$ cat config.mk
export PLATFORM = sky130hd
export DESIGN_NAME = cg2_div
export DESIGN_NICKNAME = d
export VERILOG_FILES = /design/src/rtl/core/cg2_pkg.sv /design/src/rtl/core/cg2_div.sv
export SDC_FILE = /design/constraint.sdc
export NUM_CORES = 1
export LEC_CHECK = 0
export BUFFER_PORTS_ARGS = -buffer_cell sky130_fd_sc_hd__buf_2
export CORE_UTILIZATION = 55
export CTS_BUF_LIST = sky130_fd_sc_hd__clkbuf_16
export CTS_CLUSTER_DIAMETER = 150
export DETAILED_ROUTE_END_ITERATION = 10
export PLACE_DENSITY = 0.74
export SYNTH_ARGS = -nofsm -noshare
export SYNTH_HDL_FRONTEND = slang
export SYNTH_SLANG_ARGS = --single-unit
$ cat constraint.sdc
create_clock -name clk -period 8.4 [get_ports clk]
set_input_delay 1.26 -clock clk [delete_from_list [all_inputs] [get_ports clk]]
set_output_delay 1.26 -clock clk [all_outputs]
set_load 0.02 [all_outputs]
$ cat src/rtl/core/cg2_pkg.sv
// Shared types, constants and the micro-program of the 2x2 conjugate-gradient solver.
`default_nettype none

package cg2_pkg;

    localparam int FRAC_BITS_DEF = 16;
    localparam int MAX_ITER_DEF  = 16;
    localparam int TOL_W         = 31;
    localparam logic [TOL_W-1:0] TOL_RESET = 31'd66;

    localparam logic [1:0] STAT_CONVERGED = 2'd0;
    localparam logic [1:0] STAT_LIMIT     = 2'd1;
    localparam logic [1:0] STAT_ZERO_DEN  = 2'd2;

    typedef struct packed {
        logic signed [31:0] m00;
        logic signed [31:0] m01;
        logic signed [31:0] m10;
        logic signed [31:0] m11;
        logic signed [31:0] rhs0;
        logic signed [31:0] rhs1;
        logic signed [31:0] guess0;
        logic signed [31:0] guess1;
    } req_t;

    typedef struct packed {
        logic signed [31:0] sol0;
        logic signed [31:0] sol1;
        logic [4:0]         iterations;
        logic [1:0]         status;
    } res_t;

    // Register identifiers of the working set.
    localparam logic [4:0] R_ZERO  = 5'd0;
    localparam logic [4:0] R_M00   = 5'd1;
    localparam logic [4:0] R_M01   = 5'd2;
    localparam logic [4:0] R_M10   = 5'd3;
    localparam logic [4:0] R_M11   = 5'd4;
    localparam logic [4:0] R_B0    = 5'd5;
    localparam logic [4:0] R_B1    = 5'd6;
    localparam logic [4:0] R_X0    = 5'd7;
    localparam logic [4:0] R_X1    = 5'd8;
    localparam logic [4:0] R_R0    = 5'd9;
    localparam logic [4:0] R_R1    = 5'd10;
    localparam logic [4:0] R_P0    = 5'd11;
    localparam logic [4:0] R_P1    = 5'd12;
    localparam logic [4:0] R_AP0   = 5'd13;
    localparam logic [4:0] R_AP1   = 5'd14;
    localparam logic [4:0] R_PAP   = 5'd15;
    localparam logic [4:0] R_RR    = 5'd16;
    localparam logic [4:0] R_ALPHA = 5'd17;
    localparam logic [4:0] R_BETA  = 5'd18;
    localparam logic [4:0] R_NX0   = 5'd19;
    localparam logic [4:0] R_NX1   = 5'd20;
    localparam logic [4:0] R_NR0   = 5'd21;
    localparam logic [4:0] R_NR1   = 5'd22;
    localparam logic [4:0] R_T     = 5'd23;
    localparam logic [4:0] R_TOL   = 5'd24;
    localparam logic [4:0] R_D0    = 5'd25;
    localparam logic [4:0] R_D1    = 5'd26;
    localparam logic [4:0] R_TOL2  = 5'd27;
    localparam logic [4:0] R_RP0   = 5'd28;
    localparam logic [4:0] R_RP1   = 5'd29;

    // Micro-operation kinds.
    localparam logic [2:0] K_MAC  = 3'd0;
    localparam logic [2:0] K_DIV  = 3'd1;
    localparam logic [2:0] K_TRR  = 3'd2;
    localparam logic [2:0] K_TPAP = 3'd3;
    localparam logic [2:0] K_DIFF = 3'd4;
    localparam logic [2:0] K_CONV = 3'd5;

    localparam logic [4:0] PC_IT   = 5'd5;
    localparam logic [4:0] PC_CONV = 5'd28;

    typedef struct packed {
        logic [2:0] kind;
        logic [4:0] a;
        logic [4:0] b;
        logic [4:0] base;
        logic [4:0] dst;
        logic       chain;
        logic       neg;
        logic       raw;
        logic       wr;
    } uop_t;

    function automatic uop_t mac(input logic [4:0] a, input logic [4:0] b,
                                 input logic [4:0] base, input logic chain,
                                 input logic neg, input logic raw,
                                 input logic wr, input logic [4:0] dst);
        uop_t u;
        u.kind  = K_MAC;
        u.a     = a;
        u.b     = b;
        u.base  = base;
        u.chain = chain;
        u.neg   = neg;
        u.raw   = raw;
        u.wr    = wr;
        u.dst   = dst;
        return u;
    endfunction

    function automatic uop_t other(input logic [2:0] kind, input logic [4:0] a,
                                   input logic [4:0] b, input logic [4:0] dst);
        uop_t u;
        u       = '0;
        u.kind  = kind;
        u.a     = a;
        u.b     = b;
        u.dst   = dst;
        u.wr    = (kind == K_DIV);
        return u;
    endfunction

    // The solver program: setup at 0..4, one iteration at 5..28.
    function automatic uop_t uop_at(input logic [4:0] pc);
        uop_t u;
        unique case (pc)
            5'd0:  u = mac(R_TOL, R_TOL, R_ZERO, 1'b0, 1'b0, 1'b1, 1'b1, R_TOL2);
            5'd1:  u = mac(R_M00, R_X0, R_B0, 1'b0, 1'b1, 1'b0, 1'b0, R_ZERO);
            5'd2:  u = mac(R_M01, R_X1, R_ZERO, 1'b1, 1'b1, 1'b0, 1'b1, R_RP0);
            5'd3:  u = mac(R_M10, R_X0, R_B1, 1'b0, 1'b1, 1'b0, 1'b0, R_ZERO);
            5'd4:  u = mac(R_M11, R_X1, R_ZERO, 1'b1, 1'b1, 1'b0, 1'b1, R_RP1);
            5'd5:  u = mac(R_R0, R_R0, R_ZERO, 1'b0, 1'b0, 1'b0, 1'b0, R_ZERO);
            5'd6:  u = mac(R_R1, R_R1, R_ZERO, 1'b1, 1'b0, 1'b0, 1'b1, R_RR);
            5'd7:  u = other(K_TRR, R_ZERO, R_ZERO, R_ZERO);
            5'd8:  u = mac(R_M00, R_P0, R_ZERO, 1'b0, 1'b0, 1'b0, 1'b0, R_ZERO);
            5'd9:  u = mac(R_M01, R_P1, R_ZERO, 1'b1, 1'b0, 1'b0, 1'b1, R_AP0);
            5'd10: u = mac(R_M10, R_P0, R_ZERO, 1'b0, 1'b0, 1'b0, 1'b0, R_ZERO);
            5'd11: u = mac(R_M11, R_P1, R_ZERO, 1'b1, 1'b0, 1'b0, 1'b1, R_AP1);
            5'd12: u = mac(R_P0, R_AP0, R_ZERO, 1'b0, 1'b0, 1'b0, 1'b0, R_ZERO);
            5'd13: u = mac(R_P1, R_AP1, R_ZERO, 1'b1, 1'b0, 1'b0, 1'b1, R_PAP);
            5'd14: u = other(K_TPAP, R_ZERO, R_ZERO, R_ZERO);
            5'd15: u = other(K_DIV, R_RR, R_PAP, R_ALPHA);
            5'd16: u = mac(R_P0, R_ALPHA, R_X0, 1'b0, 1'b0, 1'b0, 1'b1, R_NX0);
            5'd17: u = mac(R_P1, R_ALPHA, R_X1, 1'b0, 1'b0, 1'b0, 1'b1, R_NX1);
            5'd18: u = mac(R_AP0, R_ALPHA, R_R0, 1'b0, 1'b1, 1'b0, 1'b1, R_NR0);
            5'd19: u = mac(R_AP1, R_ALPHA, R_R1, 1'b0, 1'b1, 1'b0, 1'b1, R_NR1);
            5'd20: u = mac(R_NR0, R_NR0, R_ZERO, 1'b0, 1'b0, 1'b0, 1'b0, R_ZERO);
            5'd21: u = mac(R_NR1, R_NR1, R_ZERO, 1'b1, 1'b0, 1'b0, 1'b1, R_T);
            5'd22: u = other(K_DIV, R_T, R_RR, R_BETA);
            5'd23: u = mac(R_P0, R_BETA, R_NR0, 1'b0, 1'b0, 1'b0, 1'b1, R_P0);
            5'd24: u = mac(R_P1, R_BETA, R_NR1, 1'b0, 1'b0, 1'b0, 1'b1, R_P1);
            5'd25: u = other(K_DIFF, R_ZERO, R_ZERO, R_ZERO);
            5'd26: u = mac(R_D0, R_D0, R_ZERO, 1'b0, 1'b0, 1'b1, 1'b0, R_ZERO);
            5'd27: u = mac(R_D1, R_D1, R_ZERO, 1'b1, 1'b0, 1'b1, 1'b0, R_ZERO);
            default: u = other(K_CONV, R_ZERO, R_ZERO, R_ZERO);
        endcase
        return u;
    endfunction

endpackage

`default_nettype wire

$ cat src/rtl/core/cg2_div.sv
// Restoring divider for q = (num * 2^FRAC_BITS) / den, truncated and saturated to 32 bits.
`default_nettype none

module cg2_div
    import cg2_pkg::*;
#(
    parameter int FRAC_BITS = FRAC_BITS_DEF
)
(
    input  wire logic               clk,
    input  wire logic               rst_n,
    input  wire logic               start,
    input  wire logic signed [31:0] num,
    input  wire logic signed [31:0] den,
    output logic                    done,
    output logic signed [31:0]      quo
);

    localparam int NW = 32 + FRAC_BITS;
    localparam int CW = $clog2(NW + 1);

    logic          busy_reg;
    logic          done_reg;
    logic [CW-1:0] cnt_reg;
    logic [31:0]   rem_reg;
    logic [NW-1:0] dvd_reg;
    logic [31:0]   dsr_reg;
    logic          neg_reg;

    logic [31:0] abs_num;
    logic [31:0] abs_den;
    logic [32:0] shifted;
    logic        fits;

    assign abs_num = num[31] ? (~num + 32'd1) : num;
    assign abs_den = den[31] ? (~den + 32'd1) : den;
    assign shifted = {rem_reg, dvd_reg[NW-1]};
    assign fits    = shifted >= {1'b0, dsr_reg};

    always_ff @(posedge clk or negedge rst_n) begin
        if (!rst_n) begin
            busy_reg <= 1'b0;
            done_reg <= 1'b0;
            cnt_reg  <= '0;
        end
        else begin
            done_reg <= 1'b0;
            if (start) begin
                busy_reg <= 1'b1;
                cnt_reg  <= CW'(NW);
            end
            else if (busy_reg) begin
                cnt_reg <= cnt_reg - CW'(1);
                if (cnt_reg == CW'(1)) begin
                    busy_reg <= 1'b0;
                    done_reg <= 1'b1;
                end
            end
        end
    end

    always_ff @(posedge clk) begin
        if (start) begin
            rem_reg <= '0;
            dvd_reg <= {abs_num, {FRAC_BITS{1'b0}}};
            dsr_reg <= abs_den;
            neg_reg <= num[31] ^ den[31];
        end
        else if (busy_reg) begin
            if (fits) begin
                rem_reg <= 32'(shifted - {1'b0, dsr_reg});
            end
            else begin
                rem_reg <= shifted[31:0];
            end
            dvd_reg <= {dvd_reg[NW-2:0], fits};
        end
    end

    // The magnitude quotient is saturated by sign before it is negated.
    always_comb begin
        if (!neg_reg) begin
            if (dvd_reg > {{(NW-32){1'b0}}, 32'h7fff_ffff}) begin
                quo = 32'sh7fff_ffff;
            end
            else begin
                quo = dvd_reg[31:0];
            end
        end
        else begin
            if (dvd_reg > {{(NW-32){1'b0}}, 32'h8000_0000}) begin
                quo = 32'sh8000_0000;
            end
            else begin
                quo = ~dvd_reg[31:0] + 32'd1;
            end
        end
    end

    assign done = done_reg;

endmodule

`default_nettype wire
==> results.cfg, run 1 <==
[setup_path]
r2r-start = rem_reg[6]
worstRegToRegCells = 10
worstPathMaxFanout = 21
critPathLaunchType = register
path_class = register to output pin
cp.arrival_ns = 4.77
r2r-end = rem_reg[27]
r2r_slack_ns = 4.64
endpoint_kind = output pin
cp_cell_sequence = inv_1 -> ha_1 -> or3b_2 -> nor4_4 -> nand4_1 -> or3_1 -> o21ai_1 -> nand2_1 -> o311ai_0 -> buf_2
critical-path-slowest-cell = o311ai_0
required_ns = 7.14
slowest_delay_ns = 0.66

[floorplanning]
initial_core_util_pct = 57.3
ios = 100
chipHeight_um = 129
dieArea_mm2 = 0.0166
rows = 45
coreArea_mm2 = 0.0154
chipWidth_um = 129

[clock_network]
cts_num_sinks = 121
tritoncts.num_buffers = 17
postCtsSetupBuffers = 0
cts_hold_buf = 0
cts_tree = done
htree_levels = 4
clock_latency_ns = 0.42
cts_buffer_depth = 2
cts_root_buffer = clkbuf_16
cts_resized = 0
clkSlewWorstSetupHoldPaths_ns = 0.05

[hold_path]
min-delay-start = rem_reg[22]
hold_path_class = register to register
hold_path_depth = 2
worstHoldEndpoint = rem_reg[22]

[synth]
synth-seq-cells = 121
yosysSeqAreaShare_pct = 35.2
synth-edff-count = 65
ys_types = 71
syn-instance-count = 1033
mappedNetlistArea_mm2 = 0.00884
synth_warnings = 0
async_flop_share_pct = 6.61
synth_ff_type = edfxtp_1
synth_area_per_cell_um2 = 8.56
synth_nets = 1138

[final_layout]
nets = 1205
utilization_pct = 64.4
syn_to_final_growth_pct = 12.4
largest_register_ffs = 48
drive_gt1_share_pct = 14.7
layout_commonest_cell = nand2_1
diodes = 0
final_cell_mix = nand2_1 (144), buf_2 (98), nor2_1 (78)

[sta]
final_hold_viol_count = 0
worstMarginPinSlew_ns = 0.852
setup_viol_count_final = 0
timing.setup.tns_ns = 0
relSlewSlack_pct = 43.2
setup_ws_ns = 2.37
maxSlewViolCount = 0
skew_ns = 0.0106
rsz0062_at_grt = no
max_freq_ghz = 0.166
fin_crit_ns = 6.03
post-route-period-util_pct = 71.8
whs_ns = 0.482

[grt]
grt.total_usage_pct = 26.3
antenna_found_initial = 0
grt_pass1_wl_um = 34500
overflow = 0
first_global_vias = 7200
grt_max_degree = 70

[placed_design]
io_buffers = 99
globalplace.congestion = 0.946
dp_hpwl_um = 15200
pre_cts_slack_ns = 2.95

[routing]
wirelength_um = 21000
drc = 0
via_per_inst = 5.99
wl_per_cell_um = 15.9
num_vias = 7927
ant_nets = 0
drt_iter0_markers = 624
first_pass_iters = 5

[pwr]
internal_power_uw = 1290
p_comb_share_pct = 26.6
power.total_uw = 1900
max-vdd-ir-drop_v = 0.000165
switching_share_pct = 32.1
pwr_density_cell_mw_per_mm2 = 192
p_clk_share_pct = 34.1
seq_power_share_pct = 39.3
p_sw_uw = 611
leakagePower_uw = 0.00420

[status]
outcome = completed

[flow_run]
maxCapViolCount = 0
cells by family after synthesis:
logic type                 synth area share, %
AOI/OAI and AO/OA                         22.8
and+or+nand+nor                           20.6
buffers and inverters                     5.04
muxes                                     2.26
xor gates and xnor gates                  8.62
adders and majority gates                 5.46
DFF                                       35.2
critical path, delay by kind of cell, from the launching register on:
kind	cells	cell delay (ns)
and+or+nand+nor	5	2.17
AOI/OAI and AO/OA	2	1.30
buffers and inverters	2	0.36
adders and majority gates	1	0.19
DFF	1	0.34
synthesized netlist by cell type (13+ instances only):
cell type    n  area [um^2]
a21o_1      15          113
a21oi_1     48          240
a22o_1      31          272
a311oi_1    19          166
clkbuf_1    46          173
dfxtp_1     48          961
edfxtp_1    65         1950
ha_1        37          463
inv_1       53          199
mux2i_1     20          200
nand2_1    144          541
nand2b_1    18          113
nor2_1      79          297
nor3_1      19         95.1
nor4_1      13         81.3
o21ai_0     62          310
o311ai_0    20          175
o31ai_1     17          128
or3_1       16          100
xnor2_1     72          631
xor2_1      15          131
power by group through the flow:
stage | Combinational, uW | Clock (uW) | Sequential (uW)
floorplan | 377 | 0 | 739
global placement | 493 | 0 | 756
detailed placement | 500 | 0 | 757
CTS | 503 | 656 | 746
global route | 562 | 685 | 756
finish | 507 | 649 | 748
layer usage:
metal	up-vias	global-route usage (%)	part of all wire, %
met5	-	0	0
met1	3699	35.1	47
met4	0	7.27	1.5
met2	251	43.3	46
li1	3951	-	-
met3	26	5.24	5.2
per-stage QoR:
stage	std cells	instance area [um^2]
2_1_floorplan	1033	8840
3_3_place_gp	1292	9410
5_1_grt	1324	9940
6_report	1324	9940
4_1_cts	1324	9940
3_5_place_dp	1292	9410
worst max-delay path by stage:
| stage | cells past startpoint | slack [ns] | endpoint | start |
|---|---|---|---|---|
| detailed placement | 10 | 2.95 | quo[21] | dvd_reg[0] |
| finish | 10 | 2.37 | quo[21] | dvd_reg[0] |
| CTS | 10 | 2.50 | quo[21] | dvd_reg[0] |
| floorplan | 10 | 3.84 | quo[22] | dvd_reg[0] |
| global route | 10 | 2.07 | quo[21] | dvd_reg[0] |
| global placement | 10 | 3.02 | quo[21] | dvd_reg[0] |
final cells by class:
type	instances	area (um^2)
Clock buffer	17	425
Clock inverter	15	96.3
Fill cell	1385	5490
Inverter	53	199
Multi-Input combinational cell	801	5290
Sequential cell	121	3110
Tap cell	211	264
Timing Repair Buffer	106	551
Power figures use the tool's default switching activity.
==> run 2: changes to the inputs <==
- ABC_AREA: default -> 1
- PLACE_DENSITY: 0.74 -> 0.73
- clock period: 8.4 -> 5.6 ns (I/O delays scaled with it)
==> run 2 against run 1 <==
The flow now finishes with violations (design-rule violations). Critical endpoint is now quo[13]. Critical path type unchanged. Worst hold slack lost 0.24 ns. Wire length grew 35%. Sequential power grew 39%. Critical path depth shrank 3. Register-to-register slack lost 2.1 ns. First-iteration DRC count grew 55%. Via count grew 29%. Synthesized cell count grew 51%.
==> results.cfg, run 2 <==
[synth]
yosysMostFrequentCell = nand2_1
netlist.area_leader.share_pct = 19.3
synth_warnings = 0
synth-edff-count = 65
synth_area_leaders = edfxtp_1 (19%), nand2_1 (18%), dfxtp_1 (9.5%)
ys_types = 47
mappedNetlistArea_mm2 = 0.0101
synth_area_per_cell_um2 = 6.48
async_flop_share_pct = 6.61
yosysTopAreaCell = edfxtp_1
yosysSeqAreaShare_pct = 30.8
synth_common_cells = nand2_1 (484), inv_1 (236), nand3_1 (123), nor2_1 (123), o21ai_0 (87)
syn-instance-count = 1557
synth-seq-cells = 121
synth_nets = 1662
synth_ff_type = edfxtp_1

[final_layout]
final_cell_mix = nand2_1 (484), inv_1 (238), nand3_1 (123)
syn_to_final_growth_pct = 12.0
drive_gt1_share_pct = 10.9
nFillCells = 1773
largest_register_ffs = 48
layout_commonest_cell = nand2_1
diodes = 0
postLayoutCellArea_mm2 = 0.0113
nets = 1743

[sta]
timing.setup.tns_ns = 0
skew_ns = 0.0128
relSlewSlack_pct = 37.1
worstMarginPinSlew_ns = 0.943
rsz0062_at_grt = no
fin_crit_ns = 3.66
final_hold_viol_count = 0
post-route-period-util_pct = 65.3
maxSlewViolCount = 0
max_freq_ghz = 0.273
setup_viol_count_final = 0

[floorplanning]
initial_core_util_pct = 56.2
coreArea_mm2 = 0.0180
chipWidth_um = 137
chipHeight_um = 137
rows = 49
ios = 100
dieArea_mm2 = 0.0189

[placed_design]
io_buffers = 99
dp_hpwl_um = 21700
placedInstanceArea_mm2 = 0.0107
globalplace.congestion = 0.980

[status]
violations = design-rule violations
outcome = finished with violations

[setup_path]
critPathLaunchType = register
worstPathMaxFanout = 29
cp.arrival_ns = 2.82
crit_start = dvd_reg[38]
critPathMostFrequentCell = nand2_1
required_ns = 4.76
cp_cell_sequence = nor4_1 -> nand2_1 -> nor2_1 -> nand2_1 -> o21ai_0 -> o21ai_2 -> buf_2
worstRegToRegCells = 12
endpoint = quo[13]
r2r_slack_ns = 2.49
r2r-start = dsr_reg[28]
slowest_delay_ns = 0.58
r2r-end = rem_reg[21]
path_class = register to output pin
critical-path-slowest-cell = nand2_1
endpoint_kind = output pin

[routing]
wirelength_um = 28500
ant_nets = 0
drc = 2
drt_iter0_markers = 967
num_vias = 10200
via_per_inst = 5.44
first_pass_iters = 8
wl_per_cell_um = 15.1

[hold_path]
hold_path_class = input pin to async pin

[grt]
groute.layer.met3.usage_pct = 5.52
busiest_layer = met1
use_met1_pct = 46.3
grt_pass1_wl_um = 45800
grt.total_usage_pct = 31.4
first_global_vias = 9056
antenna_found_initial = 0
overflow = 0
grt_max_degree = 54
met2_usage_pct = 46.2

[clock_network]
tritoncts.num_buffers = 17
cts_num_sinks = 121
clkSlewWorstSetupHoldPaths_ns = 0.07
cts_resized = 0
htree_levels = 4
cts_root_buffer = clkbuf_16
clock_latency_ns = 0.43
postCtsSetupBuffers = 0
cts_hold_buf = 0
cts_tree = done
cts_buffer_depth = 2

[pwr]
p_clk_share_pct = 42.0
seq_power_share_pct = 39.2
p_sw_uw = 799
switching_share_pct = 30.0
internal_power_uw = 1860
p_comb_share_pct = 18.8
max-vdd-ir-drop_v = 0.000199
power.total_uw = 2660
leakagePower_uw = 0.00580
pwr_density_cell_mw_per_mm2 = 235

[flow_run]
maxCapViolCount = 0
run 2: changes by cell type after synthesis, moves of 19 or more:
| cell | change |
|---|---|
| xnor2_1 | -53 |
| nand3b_1 | +25 |
| mux2i_1 | -20 |
| o21ai_0 | +25 |
| o311ai_0 | -20 |
| inv_1 | +183 |
| a22o_1 | -31 |
| a311oi_1 | -19 |
| o22ai_1 | +20 |
| nor2_1 | +44 |
| nand2_1 | +340 |
| nand3_1 | +111 |
| xor2_1 | +35 |
run 2: how the worst min path moves through the flow:
stage / end / slack, ns
after floorplan: rem_reg[10] / 0.44
after global placement: rem_reg[11] / 0.46
after detailed placement: rem_reg[16] / 0.46
after CTS: cnt_reg[3] / 0.24
after global routing: cnt_reg[3] / 0.26
final: cnt_reg[3] / 0.24
run 2: power by group through the flow:
stage               sequential [uW]  clock [uW]  combinational, uW
finish                         1040        1120                499
global route                   1050        1160                559
CTS                            1040        1120                494
detailed placement             1060           0                491
global placement               1060           0                485
floorplan                      1050           0                341
run 2: stage by stage:
stage          instances  hold slack [ns]  utilization [%]  setup slack, ns
5_1_grt             1880            0.256             62.9             1.71
4_1_cts             1880            0.242             62.9             1.97
2_1_floorplan       1557            0.443                -             2.83
3_5_place_dp        1848            0.462             59.7             2.43
6_report            1880            0.242             62.9             1.94
3_3_place_gp        1848            0.458             59.7             2.42
run 2: cell families (layout without fill, tap and decap cells):
kind of cell    after synthesis  count (layout)  synth area share [%]
compound gates              196             196                  11.0
xor+xnor                     69              69                  5.99
fa+ha+maj                    38              38                  4.78
buf+inv                     291             385                  11.3
flops                       121             121                  30.8
simple gates                842             842                  36.1
run 2: worst max-delay path, delay by kind of cell (launching register included):
kind                   cells  cell delay [ns]
buffers and inverters      1             0.16
flip-flops                 1             0.38
AND/OR/NAND/NOR            4             1.30
AO/OA/AOI/OAI              2             0.54
run 2: metal layers:
layer | part of all wire [%] | up-vias
li1 | - | 5181
met1 | 48 | 4661
met2 | 43 | 353
met3 | 7.3 | 40
met4 | 1.7 | 0
met5 | 0 | -
run 2: layout make-up:
class	count	area [um^2]	area share, %
multi-input cells	1145	5850	51.8
flip-flops and latches	121	3110	27.5
inverters	250	941	8.32
repair buffers	103	526	4.65
clock buffers	17	425	3.76
well taps	229	287	2.53
clock inverters	15	160	1.42
